### config.mk
export PLATFORM = sky130hd
export DESIGN_NAME = calendar_date_register
export DESIGN_NICKNAME = d
export VERILOG_FILES = /design/src/design/cdr_pkg.sv /design/src/design/cdr_split.sv /design/src/design/cdr_state.sv /design/src/design/cdr_format.sv /design/src/design/calendar_date_register.sv
export SDC_FILE = /design/constraint.sdc
export NUM_CORES = 2
export LEC_CHECK = 0
export BUFFER_PORTS_ARGS = -buffer_cell sky130_fd_sc_hd__buf_2
export CAP_MARGIN = 20
export CORE_MARGIN = 4
export CORE_UTILIZATION = 59
export CTS_CLUSTER_DIAMETER = 50
export DETAILED_ROUTE_END_ITERATION = 12
export PLACE_DENSITY_LB_ADDON = 0.05
export SLEW_MARGIN = 40
export SYNTH_ARGS = -nofsm -noshare
export SYNTH_HDL_FRONTEND = slang
export SYNTH_HIERARCHICAL = 1
export SYNTH_SLANG_ARGS = --single-unit
### constraint.sdc
create_clock -name clk -period 23.6 [get_ports clk]
set_input_delay 2.36 -clock clk [delete_from_list [all_inputs] [get_ports clk]]
set_output_delay 2.36 -clock clk [all_outputs]
set_load 0.05 [all_outputs]
### src/design/cdr_pkg.sv
`default_nettype none

package cdr_pkg;

  // Date range limits
  localparam logic [13:0] MAX_YEAR  = 14'd9999;
  localparam logic [13:0] MIN_YEAR  = 14'd1700;
  localparam logic [3:0]  MIN_MONTH = 4'd3;
  localparam logic [4:0]  MIN_DAY   = 5'd1;

  // Action codes
  typedef enum logic [2:0] {
    ACT_LOAD      = 3'd0,
    ACT_SET_YEAR  = 3'd1,
    ACT_SET_MONTH = 3'd2,
    ACT_SET_DAY   = 3'd3,
    ACT_NEXT      = 3'd4,
    ACT_PREV      = 3'd5,
    ACT_READ      = 3'd6
  } action_t;

  // Operands of one item after the decimal split
  typedef struct packed {
    logic [2:0]  act;
    logic [13:0] ld_year;
    logic [6:0]  ld_month;
    logic [6:0]  ld_day;
    logic        ld_leap;
    logic [13:0] set_val;
    logic        sy_ok;
    logic        sy_leap;
    logic        sm_ok;
    logic        sd_ok;
  } op_t;

  // Date held after one item
  typedef struct packed {
    logic [13:0] year;
    logic [3:0]  month;
    logic [4:0]  day;
    logic        leap;
    logic        rej;
  } date_t;

  // Load enables of the front stages
  typedef struct packed {
    logic s1;
    logic s2;
    logic s3;
  } pipe_en_t;

  // Control of the state stage
  typedef struct packed {
    logic load;
    logic take;
  } step_ctl_t;

  // Gregorian leap test; y/100 by reciprocal, exact below 43699
  function automatic logic is_leap(input logic [13:0] y);
    logic [26:0] prod;
    logic [7:0]  q;
    logic [13:0] r;
    prod = 27'(y) * 27'd5243;
    q    = prod[26:19];
    r    = y - (14'(q) * 14'd100);
    return ((y[1:0] == 2'b00) && (r != 14'd0)) || ((r == 14'd0) && (q[1:0] == 2'b00));
  endfunction

  // Month length; zero for a month that does not exist
  function automatic logic [4:0] days_in(input logic lp, input logic [3:0] m);
    logic [4:0] n;
    case (m) inside
      4'd1, 4'd3, 4'd5, 4'd7, 4'd8, 4'd10, 4'd12: n = 5'd31;
      4'd4, 4'd6, 4'd9, 4'd11:                    n = 5'd30;
      4'd2:                                        n = lp ? 5'd29 : 5'd28;
      default:                                     n = 5'd0;
    endcase
    return n;
  endfunction

  // Days before the first of month m in a common year
  function automatic logic [8:0] month_start(input logic [3:0] m);
    logic [8:0] s;
    case (m)
      4'd1:    s = 9'd0;
      4'd2:    s = 9'd31;
      4'd3:    s = 9'd59;
      4'd4:    s = 9'd90;
      4'd5:    s = 9'd120;
      4'd6:    s = 9'd151;
      4'd7:    s = 9'd181;
      4'd8:    s = 9'd212;
      4'd9:    s = 9'd243;
      4'd10:   s = 9'd273;
      4'd11:   s = 9'd304;
      4'd12:   s = 9'd334;
      default: s = 9'd0;
    endcase
    return s;
  endfunction

  function automatic logic [2:0] quarter_of(input logic [3:0] m);
    logic [2:0] q;
    case (m) inside
      4'd4, 4'd5, 4'd6:    q = 3'd2;
      4'd7, 4'd8, 4'd9:    q = 3'd3;
      4'd10, 4'd11, 4'd12: q = 3'd4;
      default:             q = 3'd1;
    endcase
    return q;
  endfunction

endpackage

`default_nettype wire

### src/design/cdr_split.sv
`default_nettype none

module cdr_split (
  input  wire logic             clk,
  input  wire cdr_pkg::pipe_en_t en,
  input  wire logic [2:0]       action,
  input  wire logic [26:0]      value,
  output cdr_pkg::op_t          op
);

  // Reciprocals for value/100 and value/10000, exact for 32-bit operands
  localparam logic [57:0] DIV100_MUL  = 58'd1374389535;
  localparam int          DIV100_SHR  = 37;
  localparam logic [58:0] DIV10K_MUL  = 59'd3518437209;
  localparam int          DIV10K_SHR  = 45;

  // Stage 1: input register
  logic [2:0]  act1;
  logic [26:0] val1;

  always_ff @(posedge clk) begin
    if (en.s1) begin
      act1 <= action;
      val1 <= value;
    end
  end

  // Divide by 100 and by 10000, range-check the set operands
  logic [57:0] p100;
  logic [58:0] p10k;
  logic [6:0]  q7;
  logic [13:0] ly;
  logic        sy_ok1, sm_ok1, sd_ok1;

  always_comb begin
    p100   = 58'(val1) * DIV100_MUL;
    p10k   = 59'(val1) * DIV10K_MUL;
    q7     = p100[DIV100_SHR +: 7];
    ly     = p10k[DIV10K_SHR +: 14];
    sy_ok1 = (val1 >= 27'(cdr_pkg::MIN_YEAR)) && (val1 <= 27'(cdr_pkg::MAX_YEAR));
    sm_ok1 = (val1 >= 27'd1) && (val1 <= 27'd12);
    sd_ok1 = (val1 >= 27'd1) && (val1 <= 27'd31);
  end

  // Stage 2 register
  logic [2:0]  act2;
  logic [13:0] val2;
  logic [6:0]  q2;
  logic [13:0] ly2;
  logic        sy_ok2, sm_ok2, sd_ok2;

  always_ff @(posedge clk) begin
    if (en.s2) begin
      act2   <= act1;
      val2   <= val1[13:0];
      q2     <= q7;
      ly2    <= ly;
      sy_ok2 <= sy_ok1;
      sm_ok2 <= sm_ok1;
      sd_ok2 <= sd_ok1;
    end
  end

  // Remainders fit in 7 bits, so work modulo 128
  logic [13:0] q_x100;
  logic [13:0] y_x100;
  logic [6:0]  ld_day, ld_month;
  logic        ld_leap, sy_leap;

  always_comb begin
    q_x100   = 14'(q2) * 14'd100;
    y_x100   = 14'(ly2[6:0]) * 14'd100;
    ld_day   = val2[6:0] - q_x100[6:0];
    ld_month = q2 - y_x100[6:0];
    ld_leap  = cdr_pkg::is_leap(ly2);
    sy_leap  = cdr_pkg::is_leap(val2);
  end

  // Stage 3 register: operands ready for the state update
  always_ff @(posedge clk) begin
    if (en.s3) begin
      op.act      <= act2;
      op.ld_year  <= ly2;
      op.ld_month <= ld_month;
      op.ld_day   <= ld_day;
      op.ld_leap  <= ld_leap;
      op.set_val  <= val2;
      op.sy_ok    <= sy_ok2;
      op.sy_leap  <= sy_leap;
      op.sm_ok    <= sm_ok2;
      op.sd_ok    <= sd_ok2;
    end
  end

endmodule

`default_nettype wire

### src/design/cdr_state.sv
`default_nettype none

module cdr_state (
  input  wire logic               clk,
  input  wire logic               rst,
  input  wire cdr_pkg::step_ctl_t ctl,
  input  wire cdr_pkg::op_t       op,
  output cdr_pkg::date_t          date
);

  // Current date
  logic [13:0] year;
  logic [3:0]  month;
  logic [4:0]  day;
  logic        leap_cur;

  logic [4:0]  dim_cur;
  logic        leap_up, leap_dn;
  logic [13:0] cy;
  logic [3:0]  cm;
  logic [4:0]  cd;
  logic        cl;
  logic        ok;
  logic [13:0] year_next;
  logic [3:0]  month_next;
  logic [4:0]  day_next;
  logic        leap_next;

  assign leap_up = cdr_pkg::is_leap(year + 14'd1);
  assign leap_dn = cdr_pkg::is_leap(year - 14'd1);

  // Build the candidate date and check it
  always_comb begin
    dim_cur = cdr_pkg::days_in(leap_cur, month);
    cy = year;
    cm = month;
    cd = day;
    cl = leap_cur;
    ok = 1'b1;
    case (op.act)
      cdr_pkg::ACT_LOAD: begin
        cy = op.ld_year;
        cm = op.ld_month[3:0];
        cd = op.ld_day[4:0];
        cl = op.ld_leap;
        ok = (op.ld_year <= cdr_pkg::MAX_YEAR)
          && (op.ld_month >= 7'd1) && (op.ld_month <= 7'd12)
          && (op.ld_day >= 7'd1)
          && (op.ld_day <= {2'b00, cdr_pkg::days_in(op.ld_leap, op.ld_month[3:0])})
          && ((op.ld_year > cdr_pkg::MIN_YEAR)
            || ((op.ld_year == cdr_pkg::MIN_YEAR)
              && (op.ld_month >= 7'(cdr_pkg::MIN_MONTH))));
      end
      cdr_pkg::ACT_SET_YEAR: begin
        cy = op.set_val;
        cl = op.sy_leap;
        ok = op.sy_ok && (day <= cdr_pkg::days_in(op.sy_leap, month))
          && ((op.set_val > cdr_pkg::MIN_YEAR) || (month >= cdr_pkg::MIN_MONTH));
      end
      cdr_pkg::ACT_SET_MONTH: begin
        cm = op.set_val[3:0];
        ok = op.sm_ok && (day <= cdr_pkg::days_in(leap_cur, op.set_val[3:0]))
          && ((year > cdr_pkg::MIN_YEAR) || (op.set_val[3:0] >= cdr_pkg::MIN_MONTH));
      end
      cdr_pkg::ACT_SET_DAY: begin
        cd = op.set_val[4:0];
        ok = op.sd_ok && (op.set_val[4:0] <= dim_cur);
      end
      cdr_pkg::ACT_NEXT: begin
        if (day < dim_cur) begin
          cd = day + 5'd1;
        end else if (month < 4'd12) begin
          cm = month + 4'd1;
          cd = 5'd1;
        end else begin
          cy = year + 14'd1;
          cm = 4'd1;
          cd = 5'd1;
          cl = leap_up;
          ok = year < cdr_pkg::MAX_YEAR;
        end
      end
      cdr_pkg::ACT_PREV: begin
        if (day > 5'd1) begin
          cd = day - 5'd1;
        end else if (month > 4'd1) begin
          cm = month - 4'd1;
          cd = cdr_pkg::days_in(leap_cur, month - 4'd1);
          ok = (year > cdr_pkg::MIN_YEAR) || ((month - 4'd1) >= cdr_pkg::MIN_MONTH);
        end else begin
          cy = year - 14'd1;
          cm = 4'd12;
          cd = 5'd31;
          cl = leap_dn;
          ok = year > cdr_pkg::MIN_YEAR;
        end
      end
      default: ok = 1'b1;
    endcase
    year_next  = ok ? cy : year;
    month_next = ok ? cm : month;
    day_next   = ok ? cd : day;
    leap_next  = ok ? cl : leap_cur;
  end

  // Commit the date when the item leaves this stage
  always_ff @(posedge clk) begin
    if (rst) begin
      year     <= cdr_pkg::MIN_YEAR;
      month    <= cdr_pkg::MIN_MONTH;
      day      <= cdr_pkg::MIN_DAY;
      leap_cur <= 1'b0;
    end else if (ctl.take) begin
      year     <= year_next;
      month    <= month_next;
      day      <= day_next;
      leap_cur <= leap_next;
    end
  end

  // Hand the resulting date to the output stage
  always_ff @(posedge clk) begin
    if (ctl.load) begin
      date.year  <= year_next;
      date.month <= month_next;
      date.day   <= day_next;
      date.leap  <= leap_next;
      date.rej   <= !ok;
    end
  end

`ifndef NO_ASSERTIONS
  a_date_valid: assert property (@(posedge clk) disable iff (rst)
    (month >= 4'd1) && (month <= 4'd12) && (day >= 5'd1)
      && (day <= cdr_pkg::days_in(leap_cur, month))
      && (year >= cdr_pkg::MIN_YEAR) && (year <= cdr_pkg::MAX_YEAR)
      && ((year > cdr_pkg::MIN_YEAR) || (month >= cdr_pkg::MIN_MONTH)))
    else $error("held date out of range");
  a_leap_tracks: assert property (@(posedge clk) disable iff (rst)
    leap_cur == cdr_pkg::is_leap(year))
    else $error("leap flag does not match year");
  a_reject_holds: assert property (@(posedge clk) disable iff (rst)
    (ctl.take && !ok) |=> ((year == $past(year)) && (month == $past(month))
      && (day == $past(day))))
    else $error("rejected item changed the date");
`endif

endmodule

`default_nettype wire

### src/design/cdr_format.sv
`default_nettype none

module cdr_format (
  input  wire logic           clk,
  input  wire logic           en,
  input  wire cdr_pkg::date_t date,
  output logic [26:0]         packed_date,
  output logic [13:0]         year_out,
  output logic [3:0]          month_out,
  output logic [4:0]          day_out,
  output logic [2:0]          quarter,
  output logic [8:0]          day_of_year,
  output logic [8:0]          days_left,
  output logic                leap,
  output logic                rejected
);

  logic [26:0] packed_c;
  logic [8:0]  doy_c;
  logic [8:0]  ylen;

  // Derive the packed value, ordinal day and days left
  always_comb begin
    packed_c = (27'(date.year) * 27'd10000) + (27'(date.month) * 27'd100) + 27'(date.day);
    doy_c    = cdr_pkg::month_start(date.month) + 9'(date.day)
             + 9'(date.leap && (date.month > 4'd2));
    ylen     = date.leap ? 9'd366 : 9'd365;
  end

  // Result register
  always_ff @(posedge clk) begin
    if (en) begin
      packed_date <= packed_c;
      year_out    <= date.year;
      month_out   <= date.month;
      day_out     <= date.day;
      quarter     <= cdr_pkg::quarter_of(date.month);
      day_of_year <= doy_c;
      days_left   <= ylen - doy_c;
      leap        <= date.leap;
      rejected    <= date.rej;
    end
  end

endmodule

`default_nettype wire

### src/design/calendar_date_register.sv
`default_nettype none

// Channel  Handshake             Payload
// in       in_valid / in_ready   action, value
// out      out_valid / out_ready packed_date, year_out, month_out, day_out,
//                                quarter, day_of_year, days_left, leap, rejected
//
// One item per cycle while out_ready does not stall the pipeline.
// Five register stages: input, decimal split, operand, date state, result.
// The date register is updated once per item, so items follow back to back.
// rst (synchronous) empties the pipeline and sets the date to 1700-03-01.
// A stalled result holds; earlier stages keep filling until every stage is full.

module calendar_date_register (
  input  wire logic        clk,
  input  wire logic        rst,
  input  wire logic        in_valid,
  output logic             in_ready,
  input  wire logic [2:0]  action,
  input  wire logic [26:0] value,
  output logic             out_valid,
  input  wire logic        out_ready,
  output logic [26:0]      packed_date,
  output logic [13:0]      year_out,
  output logic [3:0]       month_out,
  output logic [4:0]       day_out,
  output logic [2:0]       quarter,
  output logic [8:0]       day_of_year,
  output logic [8:0]       days_left,
  output logic             leap,
  output logic             rejected
);

  logic v1, v2, v3, v4;
  logic en_out, en4, en3, en2, en1;
  cdr_pkg::pipe_en_t  pen;
  cdr_pkg::step_ctl_t sctl;
  cdr_pkg::op_t       op;
  cdr_pkg::date_t     date;

  // Advance a stage when it is empty or the next one advances
  always_comb begin
    en_out    = !out_valid || out_ready;
    en4       = !v4 || en_out;
    en3       = !v3 || en4;
    en2       = !v2 || en3;
    en1       = !v1 || en2;
    in_ready  = en1;
    pen.s1    = en1;
    pen.s2    = en2;
    pen.s3    = en3;
    sctl.load = en4;
    sctl.take = en4 && v3;
  end

  // Stage valid bits
  always_ff @(posedge clk) begin
    if (rst) begin
      v1        <= 1'b0;
      v2        <= 1'b0;
      v3        <= 1'b0;
      v4        <= 1'b0;
      out_valid <= 1'b0;
    end else begin
      if (en1)    v1        <= in_valid;
      if (en2)    v2        <= v1;
      if (en3)    v3        <= v2;
      if (en4)    v4        <= v3;
      if (en_out) out_valid <= v4;
    end
  end

  cdr_split u_split (
    .clk    (clk),
    .en     (pen),
    .action (action),
    .value  (value),
    .op     (op)
  );

  cdr_state u_state (
    .clk  (clk),
    .rst  (rst),
    .ctl  (sctl),
    .op   (op),
    .date (date)
  );

  cdr_format u_format (
    .clk         (clk),
    .en          (en_out),
    .date        (date),
    .packed_date (packed_date),
    .year_out    (year_out),
    .month_out   (month_out),
    .day_out     (day_out),
    .quarter     (quarter),
    .day_of_year (day_of_year),
    .days_left   (days_left),
    .leap        (leap),
    .rejected    (rejected)
  );

`ifndef NO_ASSERTIONS
  a_full_stalls: assert property (@(posedge clk) disable iff (rst)
    (v1 && v2 && v3 && v4 && out_valid && !out_ready) |-> !in_ready)
    else $error("input taken with a full pipeline");
  a_result_from_stage: assert property (@(posedge clk) disable iff (rst)
    $rose(out_valid) |-> $past(v4))
    else $error("result shown without an item behind it");
  a_bubble_fills: assert property (@(posedge clk) disable iff (rst)
    (!v1 && !v2 && !v3 && !v4) |-> in_ready)
    else $error("empty pipeline refuses input");
`endif

endmodule

`default_nettype wire

### Word-level counts from Yosys, hierarchy flattened

Memory sizes are Yosys's and may differ from the RTL's. A register that Yosys moved wholly into a read port is not among the register bits.
Cells that the tools add are included.

* memories: 1
* register bits after elaboration: 248
* latch bits: 0
* word-level logic and storage cells: 289
* input bits: 34
* ROM bits: 144
* memory bits (writable): 0
* output and inout bits: 75

* magnitude comparators: 26
* bitwise logic cells: 0
* add/sub/neg operators: 17
* multipliers: 14
* equality and inequality tests: 63
* div/mod/pow operators: 0
* mux-type cells: 53
* reduce and logical (&&, ||, !) cells: 72
* shifts and indexed selects: 0

Memories
* (no name shown): words 16, width 9, rd ports 1, clocked after memory_dff 1, wr ports 0, line cdr_pkg.sv:84 `case (m)`

Operators with widths (number)
* 5-bit 2-to-1 mux: 22
* 14-bit by 13-bit multiplier with 27-bit output, second input constant: 4
* 4-bit equality test, second input constant: 25
* 4-bit by 3-bit equality test with 1-bit output, second input constant: 20
* 14-bit 2-to-1 mux: 5
* 27-bit by 32-bit multiplier with 59-bit output, second input constant: 1
* 14-bit zero test: 4
* 14-bit case mux with 4 select lines: 1
* 14-bit nonzero test: 4
* 14-bit subtractor: 4
* 8-bit by 5-bit multiplier with 12-bit output, second input constant: 4
* 27-bit by 31-bit multiplier with 44-bit output, second input constant: 1
* 14-bit by 11-bit greater-than comparator with 1-bit output, second input constant: 3
* 4-bit by 2-bit equality test with 1-bit output, second input constant: 8
* 7-bit OR reduction: 4
* 27-bit by 11-bit adder with 27-bit output: 1
* 27-bit by 5-bit adder with 27-bit output: 1
* 27-bit by 1-bit >= comparator with 1-bit output, second input constant: 1
* 27-bit by 11-bit >= comparator with 1-bit output, second input constant: 1
* 27-bit by 14-bit less-or-equal comparator with 1-bit output, second input constant: 1
* 27-bit by 4-bit less-or-equal comparator with 1-bit output, second input constant: 1
* 27-bit by 5-bit less-or-equal comparator with 1-bit output, second input constant: 1
* 1-bit logical AND: 24
* 4-bit 2-to-1 mux: 6
* 45 further kinds: 98

### Logic depth before layout (Yosys ltp)

* depth after elaboration: 11
* gate-level depth with buffers: 48
* gate-level depth less buffers: 47

### By module

Netlist, hierarchy kept.

By module, submodules not included
* cdr_split: cells an instance 3280, area each 35542.8 sq um, times used 1, sequential area each 3573.4 sq um
* cdr_state: cells an instance 1550, area each 13499.2 sq um, times used 1, sequential area each 1231.2 sq um
* cdr_format: cells an instance 568, area each 6204.7 sq um, times used 1, sequential area each 2132.0 sq um
* calendar_date_register: cells an instance 22, area each 215.2 sq um, times used 1, sequential area each 100.1 sq um

### Worst setup path before layout

No wires, ideal clock.

* kind: flip-flop to flip-flop
* start: reg u_state.year[0]
* end: reg, netlist name u_state/date[1]
* path slack: 12.838 ns
* buffers on the path: 2
* data required time: 23.342 ns
* library setup time: 0.258 ns
* data arrival time: 10.504 ns
* cell stages (with the launch flop): 47
* clock period less this slack: 10.762 ns
* path through: dfxtp_1 clkbuf_1 inv_1 ha_1 or3b_2 clkbuf_1 or4_1 or3_1 xor2_1 inv_1 o21ai_0 inv_1 fa_1 inv_1 fa_1 fa_1 inv_1 fa_1 (+11 left out) ha_1 ha_1 inv_1 fa_1 inv_1 ha_1 a21o_1 a21oi_1 o21bai_1 a21oi_1 xor2_1 ha_1 and3b_1 a221oi_2 xor2_1 or4_1 a31oi_1 nor2_1

* longest elaborated chain between the ends: 11
* elaborated cells between the ends (all ways): 38
* those cells by class: add/sub (4); mul (4); order compare (2); mux (11); reduce/logical (17)

Ends and longest elaborated chain
* from (decl): line cdr_state.sv:12 `logic [13:0] year;`
* from (signal assigned): line cdr_state.sv:109 `year <= cdr_pkg::MIN_YEAR;`
* from (signal assigned): line cdr_state.sv:114 `year <= year_next;`
* 14-bit by 1-bit subtractor with 14-bit output or 14-bit by 1-bit adder with 14-bit output (tied branches): line cdr_state.sv:30, cdr_state.sv:29
* 14-bit by 13-bit multiplier with 27-bit output: line cdr_pkg.sv:63 `prod = 27'(y) * 27'd5243;`
* 8-bit by 5-bit multiplier with 12-bit output: line cdr_pkg.sv:65 `r = y - (14'(q) * 14'd100);`
* 14-bit subtractor: line cdr_pkg.sv:65
* 14-bit nonzero test or 14-bit zero test (tied branches): line cdr_pkg.sv:66 `return ((y[1:0] == 2'b00) && (r != 14'd0)) || ((r == 14'd0) && (q[1:0] == 2'b00));`
* 1-bit logical AND: line cdr_pkg.sv:66
* 1-bit logical OR: line cdr_pkg.sv:66
* 1-bit 2-to-1 mux, on equally long branches: line cdr_state.sv:86, cdr_state.sv:72
* 1-bit 2-to-1 mux, on equally long branches: line cdr_state.sv:84, cdr_state.sv:70
* 1-bit case mux with 4 select lines: line cdr_state.sv:40 `case (op.act)`
* 1-bit 2-to-1 mux *: line cdr_state.sv:103 `leap_next = ok ? cl : leap_cur;`
* net u_state.leap_next: line cdr_state.sv:27 `logic leap_next;`

The timed path passes the listed nets; every way through them passes the cells marked *.
A chain may end at the register's enable or synchronous reset.

### Final worst setup path

* start: reg u_state.year[0]
* end: reg, netlist name u_state/date[1]

* longest elaborated chain between the ends: 11
* elaborated cells between the ends (all ways): 38
* those cells by class: add/sub (4); mul (4); order compare (2); mux (11); reduce/logical (17)

Ends and longest elaborated chain (line)
* 14-bit by 1-bit subtractor with 14-bit output or 14-bit by 1-bit adder with 14-bit output (tied branches): cdr_state.sv:30, cdr_state.sv:29
* 14-bit by 13-bit multiplier with 27-bit output: cdr_pkg.sv:63
* 8-bit by 5-bit multiplier with 12-bit output: cdr_pkg.sv:65
* 14-bit subtractor: cdr_pkg.sv:65
* 14-bit nonzero test or 14-bit zero test (tied branches): cdr_pkg.sv:66
* 1-bit logical AND: cdr_pkg.sv:66
* 1-bit logical OR: cdr_pkg.sv:66
* 1-bit 2-to-1 mux, on equally long branches: cdr_state.sv:86, cdr_state.sv:72
* 1-bit 2-to-1 mux, on equally long branches: cdr_state.sv:84, cdr_state.sv:70
* 1-bit case mux with 4 select lines: cdr_state.sv:40
* 1-bit 2-to-1 mux *: cdr_state.sv:103
* net u_state.leap_next: cdr_state.sv:27

Marked as above.

==> impl_metrics.toml <==
[detailed_routing]
dr.first_iter.drc_count = 2768
vias = 37900
drt_wl_total_mm = 150
first_pass_iters = 8
avgViaCountPerCell = 5.54
drc = 0
routedWlPerCell_um = 22.0
ant_nets = 0

[finish]
drive_gt1_share_pct = 5.36
layout_commonest_cell = "inv_1"
area_growth_pct = 6.77
most-common-layout-cells = "inv_1 (1494), ha_1 (1162), fa_1 (889)"
nets = 7630

[critical_path]
critical_path_required_ps = 23920
critPathSlowestCell = "or4_1"
reg2reg_slack_ps = 11480
worstPathBufferInverterCount = 9
endpoint_kind = "register"
reg2reg_to = "u_state/date[1]"
crit_fanout = 14
critPathKind = "register to register"
worstPathArrival_ps = 12450
start_kind = "register"
cpMostUsedCell = "inv_1"
path_delay_family = "adder cells"
rr_worst_depth = 42
r2r-start = "u_state/year[0]"
cpPeakStageDelay_ps = 570

[die]
core_area_mm2 = 0.0933
fp.dieW_um = 315
rows = 112
io_pins = 109
start_util_pct = 59.4
fp.dieH_um = 315
dieArea_mm2 = 0.0990

[cts]
clock-sinks = 244
numCtsBuffers = 44
h-tree-depth = 2
cts_tree = "built"
cts.repair.resized = 0
clockBufferDepth = 3
root_buffer = "clkbuf_16"
post_cts_buffers = 0
clk_latency_ps = 590
hold_buffers = 0
clk_pin_slew_ps = 60

[sta]
tightest_slew_ps = 893
finalHoldViolations = 0
slew_violations = 0
skew_ps = 24.0
timing.final.crit_share_pct = 51.4
slew_headroom_pct = 40.5
fin_crit_ps = 12120
rsz0062_at_grt = "no"
tns_ps = 0
fmax_mhz = 82.5
setup_viol = 0

[yosys]
synth_top_area_cell = "fa_1"
synth-edff-count = 215
synth-seq-area-share_pct = 12.7
yosys.area.top_type_share_pct = 32.1
ys.flop_type = "edfxtp_1"
synth.area.top_cells = "fa_1 (32%), ha_1 (26%), edfxtp_1 (12%)"
syn_inst = 5420
synth_nets = 7505
synth.distinct_cells = 107
ys_warn_count = 6
syn_area_mm2 = 0.0555
avgSynthCellArea_um2 = 10.2
yosys_register_bits = 244
synthArstFlopShare_pct = 0

[min_path]
holdPathEnd = "u_split/op[0]"
hold_start = "u_split/sd_ok2"
min_path_cells = 0
min_path_type = "register to register"

[run]
drv_cap = 0

[global_routing]
antenna_found_initial = 4
grt_pass1_vias = 40000
grt_overflow = 0
grt_max_degree = 68
grt_usage_pct = 31.5
grt_pass1_wl_mm = 236

[place]
hpwl_mm = 129
gp_congestion = 0.993
io_buffers = 108

[status]
status = "completed"
-- logic make-up after synthesis --
group	count (synthesis)	synth area share (%)
AOI/OAI and AO/OA	654	8.07
xor gates and xnor gates	238	3.84
adders and majority gates	2053	58.3
buffers and inverters	1563	10.7
DFF	244	12.7
muxes	25	0.465
and+or+nand+nor	643	5.94
-- routing by layer --
layer | share of wire [%] | vias to the layer above | track usage, %
li1 | - | 17800 | -
met1 | 41 | 18600 | 41.5
met2 | 47 | 1221 | 52.5
met3 | 6.7 | 349 | 5.17
met4 | 4.8 | 2 | 12.1
met5 | 0.0073 | - | 0
-- flip-flops by register name (all words and copies together) (netlist names), 4 cells and up --
register,count
u_split/op,48
u_format/packed_date,27
u_split/val1,27
u_state/date,25
u_format/year_out,14
u_split/ly2,14
u_split/val2,14
u_state/year,14
u_format/day_of_year,9
u_format/days_left,9
u_split/q2,7
u_state/day,5
u_format/month_out,4
u_state/month,4
-- worst max-delay path by stage --
stage | startpoint | end | cells past startpoint | slack, ps
detailed placement | u_state/year[0] | u_state/date[1] | 44 | 11540
global placement | u_state/year[0] | u_state/date[1] | 44 | 11870
finish | u_state/year[0] | u_state/date[1] | 42 | 11480
floorplan | u_state/year[0] | u_state/date[1] | 46 | 12840
global route | u_state/year[0] | u_state/date[1] | 44 | 10690
CTS | u_state/year[0] | u_state/date[1] | 44 | 11510
-- cells in the mapped netlist (all sizes together) (10+ instances only) --
library cell and n:
a2111oi 11, a211oi 15, a21o 70, a21oi 191, a222oi 10, a22o 12, a22oi 12, a311oi 10
a31oi 29, and2 12, and3 28, buf 18, clkbuf 46, dfxtp 29, edfxtp 215, fa 889
ha 1162, inv 1498, mux2i 19, nand2 141, nand2b 29, nand3 70, nand4 27, nand4b 10
nor2 149, nor2b 35, nor3 52, nor4 13, o211ai 16, o21a 32, o21ai 96, o21bai 18
o31a 12, o31ai 17, or2 16, or3 18, or4 11, xnor2 169, xor2 67
-- metrics by stage --
| stage | hold slack [ps] | setup slack (ps) | area (um^2) | std cells | utilization (%) |
|---|---|---|---|---|---|
| 2_1_floorplan | 400 | 12840 | 55500 | 5420 | - |
| 3_3_place_gp | 402 | 11870 | 57600 | 6752 | 61.7 |
| 3_5_place_dp | 405 | 11540 | 57600 | 6752 | 61.7 |
| 4_1_cts | 416 | 11510 | 59200 | 6834 | 63.4 |
| 5_1_grt | 425 | 10690 | 59200 | 6835 | 63.4 |
| 6_report | 415 | 11480 | 59200 | 6837 | 63.4 |
-- area by class of cell --
type | instances | area (um^2)
diodes | 2 | 5.00
clock buffers | 49 | 1160
clock inverters | 33 | 398
fillers | 7936 | 34100
inverters | 1498 | 5620
multi-input cells | 3613 | 42600
flip-flops and latches | 244 | 7040
well taps | 1254 | 1570
repair buffers | 144 | 815
Power is not shown: default switching activity piles up to over one toggle a cycle in this logic, so the estimate is an artifact.
